## config.mk

```make
export PLATFORM = sky130hd
export DESIGN_NAME = character_range_expander
export DESIGN_NICKNAME = d
export VERILOG_FILES = /design/src/rtl/cre_pkg.sv /design/src/rtl/cre_front.sv /design/src/rtl/cre_cmd_fifo.sv /design/src/rtl/cre_back.sv /design/src/rtl/character_range_expander.sv
export SDC_FILE = /design/constraint.sdc
export NUM_CORES = 1
export LEC_CHECK = 0
export ABC_AREA = 0
export BUFFER_PORTS_ARGS = -buffer_cell sky130_fd_sc_hd__buf_2
export CAP_MARGIN = 25
export CORE_MARGIN = 4
export CORE_UTILIZATION = 55
export CTS_CLUSTER_DIAMETER = 150
export DETAILED_ROUTE_END_ITERATION = 12
export PLACE_DENSITY = 0.83
export SYNTH_ARGS = -nofsm -noshare
export SYNTH_HDL_FRONTEND = slang
export SYNTH_SLANG_ARGS = --single-unit
```

## constraint.sdc

```tcl
create_clock -name clk -period 5.8 [get_ports clk]
set_input_delay 0.29 -clock clk [delete_from_list [all_inputs] [get_ports clk]]
set_output_delay 0.29 -clock clk [all_outputs]
set_load 0.01 [all_outputs]
```

## src/rtl/cre_pkg.sv

```systemverilog
// Package for the character range expander: command type, queue sizing,
// character classes and constants. Depends on nothing; used by every rtl file.
package cre_pkg;

	localparam logic [7:0]  HYPHEN        = 8'h2D;
	localparam logic [11:0] MAX_LEN_RESET = 12'd1000;

	// Depth of the command queue between front and back
	localparam int CMD_DEPTH = 2;
	localparam int CMD_PTR_W = (CMD_DEPTH > 1) ? $clog2(CMD_DEPTH) : 1;
	localparam int CMD_CNT_W = $clog2(CMD_DEPTH + 1);

	typedef enum logic [1:0] {
		CC_NONE,
		CC_DIGIT,
		CC_UPPER,
		CC_LOWER
	} char_class_t;

	// One command: a run of consecutive bytes, then up to two flushed bytes,
	// cut to emit_cnt results in all
	typedef struct packed {
		logic [7:0] base;
		logic [4:0] run_len;
		logic [7:0] flush0;
		logic [7:0] flush1;
		logic [4:0] emit_cnt;
		logic       ovf;
		logic       line_end;
	} cmd_t;

	function automatic char_class_t char_class(input logic [7:0] ch);
		char_class_t k;
		if (ch >= 8'h30 && ch <= 8'h39) begin
			k = CC_DIGIT;
		end else if (ch >= 8'h41 && ch <= 8'h5A) begin
			k = CC_UPPER;
		end else if (ch >= 8'h61 && ch <= 8'h7A) begin
			k = CC_LOWER;
		end else begin
			k = CC_NONE;
		end
		return k;
	endfunction

	function automatic logic range_ok(input logic [7:0] lo, input logic [7:0] hi);
		char_class_t kl;
		kl = char_class(lo);
		return (kl != CC_NONE) && (kl == char_class(hi)) && (hi > lo);
	endfunction

endpackage

```

## src/rtl/cre_front.sv

```systemverilog
// Front part: accepts characters, keeps the two-byte window and line count,
// and turns characters into result commands. Depends on cre_pkg.
module cre_front (
	input  logic              clk,
	input  logic              arst_n,
	input  logic              push,
	input  logic [7:0]        in_char,
	input  logic              in_last,
	output logic              full,
	input  logic              cfg_valid,
	output logic              cfg_ready,
	input  logic [11:0]       cfg_max_len,
	input  logic              q_full,
	output logic              cmd_push,
	output cre_pkg::cmd_t     cmd
);

	logic [11:0] max_len_q;
	logic [7:0]  first_q;
	logic [7:0]  second_q;
	logic [1:0]  count_q;
	logic [11:0] written_q;
	logic        dropping_q;

	logic        accept;
	logic [7:0]  base;
	logic [4:0]  run_len;
	logic [7:0]  nfirst;
	logic [7:0]  nsecond;
	logic [1:0]  ncount;
	logic [4:0]  nflush;
	logic [4:0]  total;
	logic [12:0] limit;
	logic        ovf;
	logic [4:0]  emit_cnt;

	assign full      = q_full;
	assign cfg_ready = 1'b1;
	assign accept    = push && !q_full;

	// Classify the window against the new character
	always_comb begin
		base    = first_q;
		run_len = 5'd0;
		nfirst  = first_q;
		nsecond = second_q;
		ncount  = count_q;
		if (count_q >= 2'd2) begin
			if (second_q == cre_pkg::HYPHEN && cre_pkg::range_ok(first_q, in_char)) begin
				run_len = 5'(in_char - first_q);
				nfirst  = in_char;
				ncount  = 2'd1;
			end else begin
				run_len = 5'd1;
				nfirst  = second_q;
				nsecond = in_char;
				ncount  = 2'd2;
			end
		end else if (count_q == 2'd1) begin
			nsecond = in_char;
			ncount  = 2'd2;
		end else begin
			nfirst = in_char;
			ncount = 2'd1;
		end
		nflush = in_last ? {3'd0, ncount} : 5'd0;
		total  = run_len + nflush;
		// Results left before the count reaches max_len
		if (written_q >= max_len_q) begin
			limit = 13'd1;
		end else begin
			limit = {1'b0, max_len_q} - {1'b0, written_q};
		end
		ovf      = (total != 5'd0) && ({8'd0, total} >= limit);
		emit_cnt = ovf ? limit[4:0] : total;
	end

	// Build the command
	always_comb begin
		cmd.base     = base;
		cmd.run_len  = run_len;
		cmd.flush0   = nfirst;
		cmd.flush1   = nsecond;
		cmd.emit_cnt = emit_cnt;
		cmd.ovf      = ovf;
		cmd.line_end = ovf || in_last;
		cmd_push     = accept && !dropping_q && (total != 5'd0);
	end

	// Hold the configuration register
	always_ff @(posedge clk or negedge arst_n) begin
		if (!arst_n) begin
			max_len_q <= cre_pkg::MAX_LEN_RESET;
		end else if (cfg_valid && cfg_ready) begin
			max_len_q <= cfg_max_len;
		end
	end

	// Advance the window and line state
	always_ff @(posedge clk or negedge arst_n) begin
		if (!arst_n) begin
			first_q    <= 8'd0;
			second_q   <= 8'd0;
			count_q    <= 2'd0;
			written_q  <= 12'd0;
			dropping_q <= 1'b0;
		end else if (accept) begin
			if (dropping_q) begin
				if (in_last) begin
					dropping_q <= 1'b0;
				end
			end else if (ovf || in_last) begin
				first_q    <= 8'd0;
				second_q   <= 8'd0;
				count_q    <= 2'd0;
				written_q  <= 12'd0;
				dropping_q <= ovf && !in_last;
			end else begin
				first_q   <= nfirst;
				second_q  <= nsecond;
				count_q   <= ncount;
				written_q <= written_q + {7'd0, total};
			end
		end
	end

endmodule

```

## src/rtl/cre_cmd_fifo.sv

```systemverilog
// Short command queue between the front and back parts.
// Depends on cre_pkg for the command type and depth.
module cre_cmd_fifo (
	input  logic          clk,
	input  logic          arst_n,
	input  logic          wr_en,
	input  cre_pkg::cmd_t wr_data,
	output logic          q_full,
	input  logic          rd_en,
	output logic          q_empty,
	output cre_pkg::cmd_t rd_data
);

	cre_pkg::cmd_t                   mem_q [cre_pkg::CMD_DEPTH];
	logic [cre_pkg::CMD_PTR_W-1:0]   wr_ptr_q;
	logic [cre_pkg::CMD_PTR_W-1:0]   rd_ptr_q;
	logic [cre_pkg::CMD_CNT_W-1:0]   cnt_q;
	logic                            do_wr;
	logic                            do_rd;

	assign q_full  = (cnt_q == cre_pkg::CMD_CNT_W'(cre_pkg::CMD_DEPTH));
	assign q_empty = (cnt_q == '0);
	assign do_wr   = wr_en && !q_full;
	assign do_rd   = rd_en && !q_empty;
	assign rd_data = mem_q[rd_ptr_q];

	// Store entries
	always_ff @(posedge clk) begin
		if (do_wr) begin
			mem_q[wr_ptr_q] <= wr_data;
		end
	end

	// Advance pointers and fill count
	always_ff @(posedge clk or negedge arst_n) begin
		if (!arst_n) begin
			wr_ptr_q <= '0;
			rd_ptr_q <= '0;
			cnt_q    <= '0;
		end else begin
			if (do_wr) begin
				wr_ptr_q <= (wr_ptr_q == cre_pkg::CMD_PTR_W'(cre_pkg::CMD_DEPTH - 1)) ?
					'0 : wr_ptr_q + 1'b1;
			end
			if (do_rd) begin
				rd_ptr_q <= (rd_ptr_q == cre_pkg::CMD_PTR_W'(cre_pkg::CMD_DEPTH - 1)) ?
					'0 : rd_ptr_q + 1'b1;
			end
			if (do_wr && !do_rd) begin
				cnt_q <= cnt_q + 1'b1;
			end else if (do_rd && !do_wr) begin
				cnt_q <= cnt_q - 1'b1;
			end
		end
	end

endmodule

```

## src/rtl/cre_back.sv

```systemverilog
// Back part: plays out one command as a sequence of result beats.
// Depends on cre_pkg for the command type.
module cre_back (
	input  logic          clk,
	input  logic          arst_n,
	input  logic          q_empty,
	input  cre_pkg::cmd_t q_data,
	output logic          q_pop,
	output logic          empty,
	input  logic          pop,
	output logic [7:0]    out_char,
	output logic          run_end,
	output logic          line_end,
	output logic          overflow
);

	cre_pkg::cmd_t cmd_q;
	logic          active_q;
	logic [4:0]    idx_q;
	logic          final_beat;
	logic          taken;

	assign empty      = !active_q;
	assign taken      = active_q && pop;
	assign final_beat = (idx_q == cmd_q.emit_cnt - 5'd1);
	assign q_pop      = !q_empty && (!active_q || (taken && final_beat));

	// Select the byte of the current beat
	always_comb begin
		if (idx_q < cmd_q.run_len) begin
			out_char = cmd_q.base + {3'd0, idx_q};
		end else if (idx_q == cmd_q.run_len) begin
			out_char = cmd_q.flush0;
		end else begin
			out_char = cmd_q.flush1;
		end
		run_end  = final_beat;
		line_end = final_beat && cmd_q.line_end;
		overflow = final_beat && cmd_q.ovf;
	end

	// Hold the command being played out
	always_ff @(posedge clk) begin
		if (q_pop) begin
			cmd_q <= q_data;
		end
	end

	// Advance the beat counter
	always_ff @(posedge clk or negedge arst_n) begin
		if (!arst_n) begin
			active_q <= 1'b0;
			idx_q    <= 5'd0;
		end else if (q_pop) begin
			active_q <= 1'b1;
			idx_q    <= 5'd0;
		end else if (taken) begin
			if (final_beat) begin
				active_q <= 1'b0;
				idx_q    <= 5'd0;
			end else begin
				idx_q <= idx_q + 5'd1;
			end
		end
	end

endmodule

```

## src/rtl/character_range_expander.sv

```systemverilog
// Top level of the character range expander: front, command queue, back.
// Depends on cre_pkg, cre_front, cre_cmd_fifo and cre_back.
//
//  channel  | handshake        | payload
//  ---------+------------------+--------------------------------------------
//  input    | push / full      | in_char[7:0], in_last
//  result   | pop / empty      | out_char[7:0], run_end, line_end, overflow
//  config   | cfg_valid/ready  | cfg_max_len[11:0]
//
// A character is taken whenever the two-entry command queue has room; the
// back part plays out each command beat by beat as pop takes them, so a long
// range holds the back part while the front keeps taking input until the
// queue fills. Reset clears window, count and queue at once and loads
// max_len with 1000; config is always ready.
module character_range_expander (
	input  logic        clk,
	input  logic        arst_n,
	input  logic        push,
	output logic        full,
	input  logic [7:0]  in_char,
	input  logic        in_last,
	output logic        empty,
	input  logic        pop,
	output logic [7:0]  out_char,
	output logic        run_end,
	output logic        line_end,
	output logic        overflow,
	input  logic        cfg_valid,
	output logic        cfg_ready,
	input  logic [11:0] cfg_max_len
);

	cre_pkg::cmd_t wr_cmd;
	cre_pkg::cmd_t rd_cmd;
	logic          cmd_push;
	logic          q_full;
	logic          q_empty;
	logic          q_pop;

	cre_front u_front (
		.clk         (clk),
		.arst_n      (arst_n),
		.push        (push),
		.in_char     (in_char),
		.in_last     (in_last),
		.full        (full),
		.cfg_valid   (cfg_valid),
		.cfg_ready   (cfg_ready),
		.cfg_max_len (cfg_max_len),
		.q_full      (q_full),
		.cmd_push    (cmd_push),
		.cmd         (wr_cmd)
	);

	cre_cmd_fifo u_fifo (
		.clk     (clk),
		.arst_n  (arst_n),
		.wr_en   (cmd_push),
		.wr_data (wr_cmd),
		.q_full  (q_full),
		.rd_en   (q_pop),
		.q_empty (q_empty),
		.rd_data (rd_cmd)
	);

	cre_back u_back (
		.clk      (clk),
		.arst_n   (arst_n),
		.q_empty  (q_empty),
		.q_data   (rd_cmd),
		.q_pop    (q_pop),
		.empty    (empty),
		.pop      (pop),
		.out_char (out_char),
		.run_end  (run_end),
		.line_end (line_end),
		.overflow (overflow)
	);

endmodule

```

==> out/results.ini, run 1 <==
[clock_network]
clk_root_buffer_cell = clkbuf_16
cts_buffer_depth = 2
path_clk_slew_ps = 70
clk_latency_ps = 430
cts_inserted_buffers = 17
cts_hold_buf = 0
tritoncts = done
ctsResizeCount = 0
htreeDepth = 4
clkSinkCount = 161
postCtsSetupRepairBufs = 0

[critical_path]
critPathLaunchType = register
arrival_ps = 5640
critPathMaxStageDelay_ps = 710
slowest_stage = o211ai_1
cp_max_fo = 11
path_cells = ha_1, inv_1, fa_1, a211o_1, a31oi_1, o21ai_0, nand4_1, or3_2, nand2_1, nor2_1, ha_1, a21oi_1, nor2_1, xor2_1, nor2_1, ha_1, a21o_1, a21oi_1, a211o_1, o211ai_1, o22ai_1
critPathRequiredTime_ps = 6060
crit_path_end_kind = register
critPathKind = reg -> reg
rrSetupSlack_ps = 430
reg2reg_depth = 21
reg2reg_to = u_front.written_q[3]
rr_startpoint = u_front.base[0]
cp-startpoint = u_front.base[0]
endpoint = u_front.written_q[3]

[timing]
rsz0062_at_grt = false
finalHoldViolations = 1
worst_clock_skew_ps = 11.8
finalSetupViolCount = 0
max_freq_ghz = 0.186
fin_crit_sh_pct = 92.6
relSlewSlack_pct = 43.7
tightest_slew_ps = 837
slew_viol_final = 0
whs_ps = -2.71
fin_crit_ps = 5370
setup-tns-final_ps = 0

[global_routing]
grt_pass1_vias = 6006
use_met3_pct = 4.94
grt_pass1_wl_um = 30100
antenna_found_initial = 0
globalRouteOverflowTotal = 0
grt_max_degree = 54
grt-busiest-layer = met2
use_met2_pct = 35.7
track_usage_pct = 21.7
met1_usage_pct = 28.6

[synth]
syn_area_um2 = 8530
synthArstFlopShare_pct = 32.9
synth_top_area_cell = edfxtp_1
syn_area_per_cell_um2 = 11.8
synth_area_leaders = edfxtp_1, dfrtp_1, mux2_2, ha_1, inv_1
syn_nets = 797
netlist_instances = 721
ys_warn_count = 0
synth_seq_cells = 161
synthFlopType = edfxtp_1
yosysTopAreaCellShare_pct = 38.0
seq_area_frac_synth_pct = 53.7
synth-edff-count = 108
post_synth_num_cell_types = 66

[finish]
fin_cells = 961
regArea_um2 = 4580
final_nets = 836
layout-drive-gt1-share_pct = 19.4
layout_commonest_cell = edfxtp_1
multiInputGateArea_um2 = 3630
fin_area_um2 = 9480
diodes = 0
final_cell_mix = edfxtp_1, inv_1, mux2_2, nand2_1, dfrtp_1
num-fill-cells = 1128
syn_to_final_growth_pct = 11.2

[placed_design]
dpl_cell_area_um2 = 8870
dpl.hpwl_um = 13100
numPortBuffers = 38
gp_congestion = 0.920
placed_cells = 927

[drt]
dr.pass1.iters = 6
wire_per_inst_um = 19.3
wl_um = 18600
postRouteAntennaNets = 0
drt-initial-drc-count = 603
via_count = 5973
viasPerCell = 6.22
drc = 0

[power]
leakagePower_nw = 3.79
power_density_nw_per_um2 = 484
ir_drop_uv = 303

[run]
max-cap-violations = 0

[die]
coreArea_um2 = 15200
ios = 40
rows = 45
initial_core_util_pct = 56.1
die_h_um = 133
die_w_um = 133
die_area_um2 = 17600

[status]
run_status = finished, violations left
violations = negative hold slack

[min_path]
min_path_type = in -> async

==> power by group <==
part / switching, mW / total, mW / internal [mW]
combinational: 0.930 / 1.61 / 0.682
clock: 0.487 / 1.09 / 0.605
sequential: 0.260 / 1.88 / 1.62
total: 1.68 / 4.59 / 2.91
==> cell families after synthesis <==
family / Yosys count / share of synthesized area, %
compound gates: 148 / 11.9
xor+xnor: 37 / 3.89
fa+ha+maj: 50 / 7.77
buf+inv: 81 / 4.14
flops: 161 / 53.7
mux: 64 / 8.32
other cells: 1 / 0.0440
simple gates: 179 / 10.3
==> synth_stat cells, types with 9 or more instances <==
cell	number
clkbuf_1	14
xor2_1	16
nand3_1	9
nand2_1	49
ha_1	45
mux2i_1	9
mux2_2	55
xnor2_1	20
nor3_1	12
edfxtp_1	108
a21o_1	11
a21oi_1	37
o21ai_0	31
nor2_1	47
a32o_1	14
dfrtp_1	47
inv_1	56
nand2b_1	11
==> registers in the layout, indices dropped and copies added, names as in the netlist <==
signal	cells
u_back.active_q	1
u_back.cmd_q	36
u_back.idx_q	5
u_fifo.cnt_q	2
u_fifo.mem_q	72
u_fifo.rd_ptr_q	1
u_fifo.wr_ptr_q	1
u_front.base	8
u_front.count_q	2
u_front.dropping_q	1
u_front.max_len_q	12
u_front.second_q	8
u_front.written_q	12
==> worst min-delay path by stage <==
stage | from | endpoint | slack [ps] | depth (start not counted)
final | arst_n | u_front.max_len_q[11] | -3 | 2
after global routing | arst_n | u_front.max_len_q[11] | 50 | 2
after CTS | arst_n | u_front.max_len_q[10] | 20 | 2
after detailed placement | arst_n | u_front.max_len_q[10] | 480 | 2
after global placement | arst_n | u_front.max_len_q[10] | 460 | 2
after floorplan | arst_n | u_back.active_q | -6 | 0
==> cell type report <==
class / instances / area share (%)
multi-input combinational: 479 / 38.3
tap: 188 / 2.48
timing repair buffer: 45 / 2.69
clock inverter: 15 / 1.56
inverter: 56 / 2.22
sequential: 161 / 48.3
clock buffer: 17 / 4.49
==> per-layer routing <==
metal	vias up	routed length [um]
li1	2734	-
met1	2900	7700
met2	301	9100
met3	38	1420
met4	0	358
met5	-	0
==> worst max-delay path: cells and delay by family (launching register included) <==
kind            cells  cell delay, ps
compound gates      9            2270
simple gates        6            1150
fa+ha+maj           4            1120
flops               1             480
xor+xnor            1             150
buf+inv             1              50
==> per-stage QoR <==
stage / util, % / power (mW) / worst slack [ps] / hold slack, ps
after floorplan: - / 2.99 / 596 / -5.59
after global placement: 58.4 / 3.37 / 756 / 463
after detailed placement: 58.4 / 3.47 / 328 / 476
after CTS: 62.1 / 4.58 / 299 / 16.6
after global routing: 62.4 / 4.86 / 81.2 / 54.3
final: 62.4 / 4.59 / 428 / -2.71
(Power assumes the default switching activity.)
==> inputs of run 2 (changes only) <==
--- a/config.mk
+++ b/config.mk
@@ -12,7 +12,8 @@
 export CORE_UTILIZATION = 55
 export CTS_CLUSTER_DIAMETER = 150
 export DETAILED_ROUTE_END_ITERATION = 12
-export PLACE_DENSITY = 0.83
+export PLACE_DENSITY = 0.81
 export SYNTH_ARGS = -nofsm -noshare
 export SYNTH_HDL_FRONTEND = slang
 export SYNTH_SLANG_ARGS = --single-unit
+export TNS_END_PERCENT = 1
==> constraint.sdc (replaced) <==
create_clock -name clk -period 5.6 [get_ports clk]
set_input_delay 0.28 -clock clk [delete_from_list [all_inputs] [get_ports clk]]
set_output_delay 0.28 -clock clk [all_outputs]
set_load 0.01 [all_outputs]
==> run 2 against run 1 <==
- the run now ends clean
- non-clock buffer count unchanged
- maximum frequency is 2.0% higher
- sequential share of layout area fell by 0.16 points
- power increased by 4.5%
- combinational power increased by 3%
- first-iteration DRC count is 6.3% higher
- clock power rose by 8%
- sequential power rose by 4%
- hold slack improved by 3.8 ps
- critical endpoint is now u_fifo.mem_q[1][4]
==> out/results.ini, run 2 (synthesis results as in run 1) <==
[status]
run_status = finished, final reports clean

[drt]
drc = 0
wl_um = 18600
postRouteAntennaNets = 0
viasPerCell = 5.98
dr.pass1.iters = 5
wire_per_inst_um = 19.4
via_count = 5750
drt-initial-drc-count = 641

[global_routing]
grt_max_degree = 54
grt_pass1_wl_um = 30400
globalRouteOverflowTotal = 0
track_usage_pct = 22.0
grt_pass1_vias = 5804
antenna_found_initial = 0

[power]
leakagePower_nw = 3.81
power_density_nw_per_um2 = 504
ir_drop_uv = 271

[timing]
fin_crit_ps = 5270
max_freq_ghz = 0.190
finalHoldViolations = 0
fin_crit_sh_pct = 94.0
rsz0062_at_grt = false
setup-tns-final_ps = 0
relSlewSlack_pct = 37.8
slew_viol_final = 0
finalSetupViolCount = 0
tightest_slew_ps = 924
worst_clock_skew_ps = 11.4

[placed_design]
placed_cells = 928
dpl_cell_area_um2 = 8880
gp_congestion = 0.962
dpl.hpwl_um = 13100
numPortBuffers = 38

[finish]
final_cell_mix = edfxtp_1, inv_1, mux2_2, nand2_1, dfrtp_1
num-fill-cells = 1203
layout-drive-gt1-share_pct = 19.1
largest_reg_flops = 72
fin_cells = 961
largestRegisters = u_fifo.mem_q: 72 flops, u_back.cmd_q: 36 flops
syn_to_final_growth_pct = 11.5
layout_commonest_cell = edfxtp_1
fin_area_um2 = 9510
diodes = 0
largest-register = u_fifo.mem_q
final_nets = 836

[critical_path]
arrival_ps = 5440
critPathKind = reg -> reg
critPathRequiredTime_ps = 5770
critPathLaunchType = register
cp_max_fo = 11
crit_path_end_kind = register

[die]
initial_core_util_pct = 56.1
die_h_um = 133
die_area_um2 = 17600
coreArea_um2 = 15200
rows = 45
ios = 40
die_w_um = 133

[clock_network]
htreeDepth = 4
tritoncts = done
postCtsSetupRepairBufs = 0
cts_buffer_depth = 2
clk_latency_ps = 430
clk_root_buffer_cell = clkbuf_16
clkSinkCount = 161
cts_inserted_buffers = 17
path_clk_slew_ps = 70

[min_path]
min_path_type = in -> async

[run]
max-cap-violations = 0

run 2: worst paths after layout:
kind                                       start                     to  slack (ps)  cells past startpoint
setup reg to reg                 u_front.base[0]     u_fifo.mem_q[1][4]         330                     21
max in group asynchronous                 arst_n        u_fifo.rd_ptr_q        5090                      2
setup / recovery                 u_front.base[0]     u_fifo.mem_q[1][4]         330                     21
min in group clk                  cfg_max_len[0]   u_front.max_len_q[0]          60                      3
hold reg to reg            u_front.max_len_q[10]  u_front.max_len_q[10]         520                      1
hold / removal                            arst_n  u_front.max_len_q[11]           1                      2
run 2: power by group:
group | internal (mW) | switching [mW] | total, mW
Combinational | 0.705 | 0.955 | 1.66
Clock | 0.718 | 0.465 | 1.18
Sequential | 1.68 | 0.270 | 1.95
Total | 3.10 | 1.69 | 4.79
run 2: repair_timing:
action	CTS	global route
resized for setup	0	4
endpoints found under the setup margin	0	8
hold buffers	0	0
run 2: final cells by class:
type | instances | area [um2] | area share [%]
multi-input cells | 479 | 3630 | 38.2
well taps | 188 | 235 | 2.47
flip-flops and latches | 161 | 4580 | 48.1
clock inverters | 11 | 154 | 1.62
inverters | 56 | 210 | 2.21
clock buffers | 21 | 450 | 4.73
repair buffers | 45 | 255 | 2.68
run 2: worst max-delay path, stage by stage, from the launching register on:
cell and delay (ps):
dfrtp_1 470, ha_1 210, inv_1 50, fa_1 430, a211o_1 310, a31oi_1 170, o21ai_0 90, nand4_1 180
or3_2 270, nand2_1 120, nor2_1 220, ha_1 290, a21oi_1 270, nor2_1 90, xor2_1 150, nor2_1 290
ha_1 300, a21o_1 160, a21oi_1 130, a211o_1 240, or2_4 220, mux2_2 360
run 2: layer usage:
metal / wire length (um) / global-route usage, % / vias up
li1: - / - / 2736
met1: 8150 / 29.7 / 2776
met2: 8900 / 34.6 / 209
met3: 1190 / 5.63 / 29
met4: 368 / 7.97 / 0
met5: 0 / 0 / -
run 2: through the flow:
stage          worst slack (ps)  util [%]  hold WS (ps)  total power [mW]
3_3_place_gp                501      58.4           454              3.50
3_5_place_dp                215      58.4           473              3.59
6_report                    335      62.6          1.12              4.79
4_1_cts                     203      62.4          21.8              4.80
5_1_grt                    2.30      62.6          61.3              5.08
2_1_floorplan               396         -         -15.6              3.10
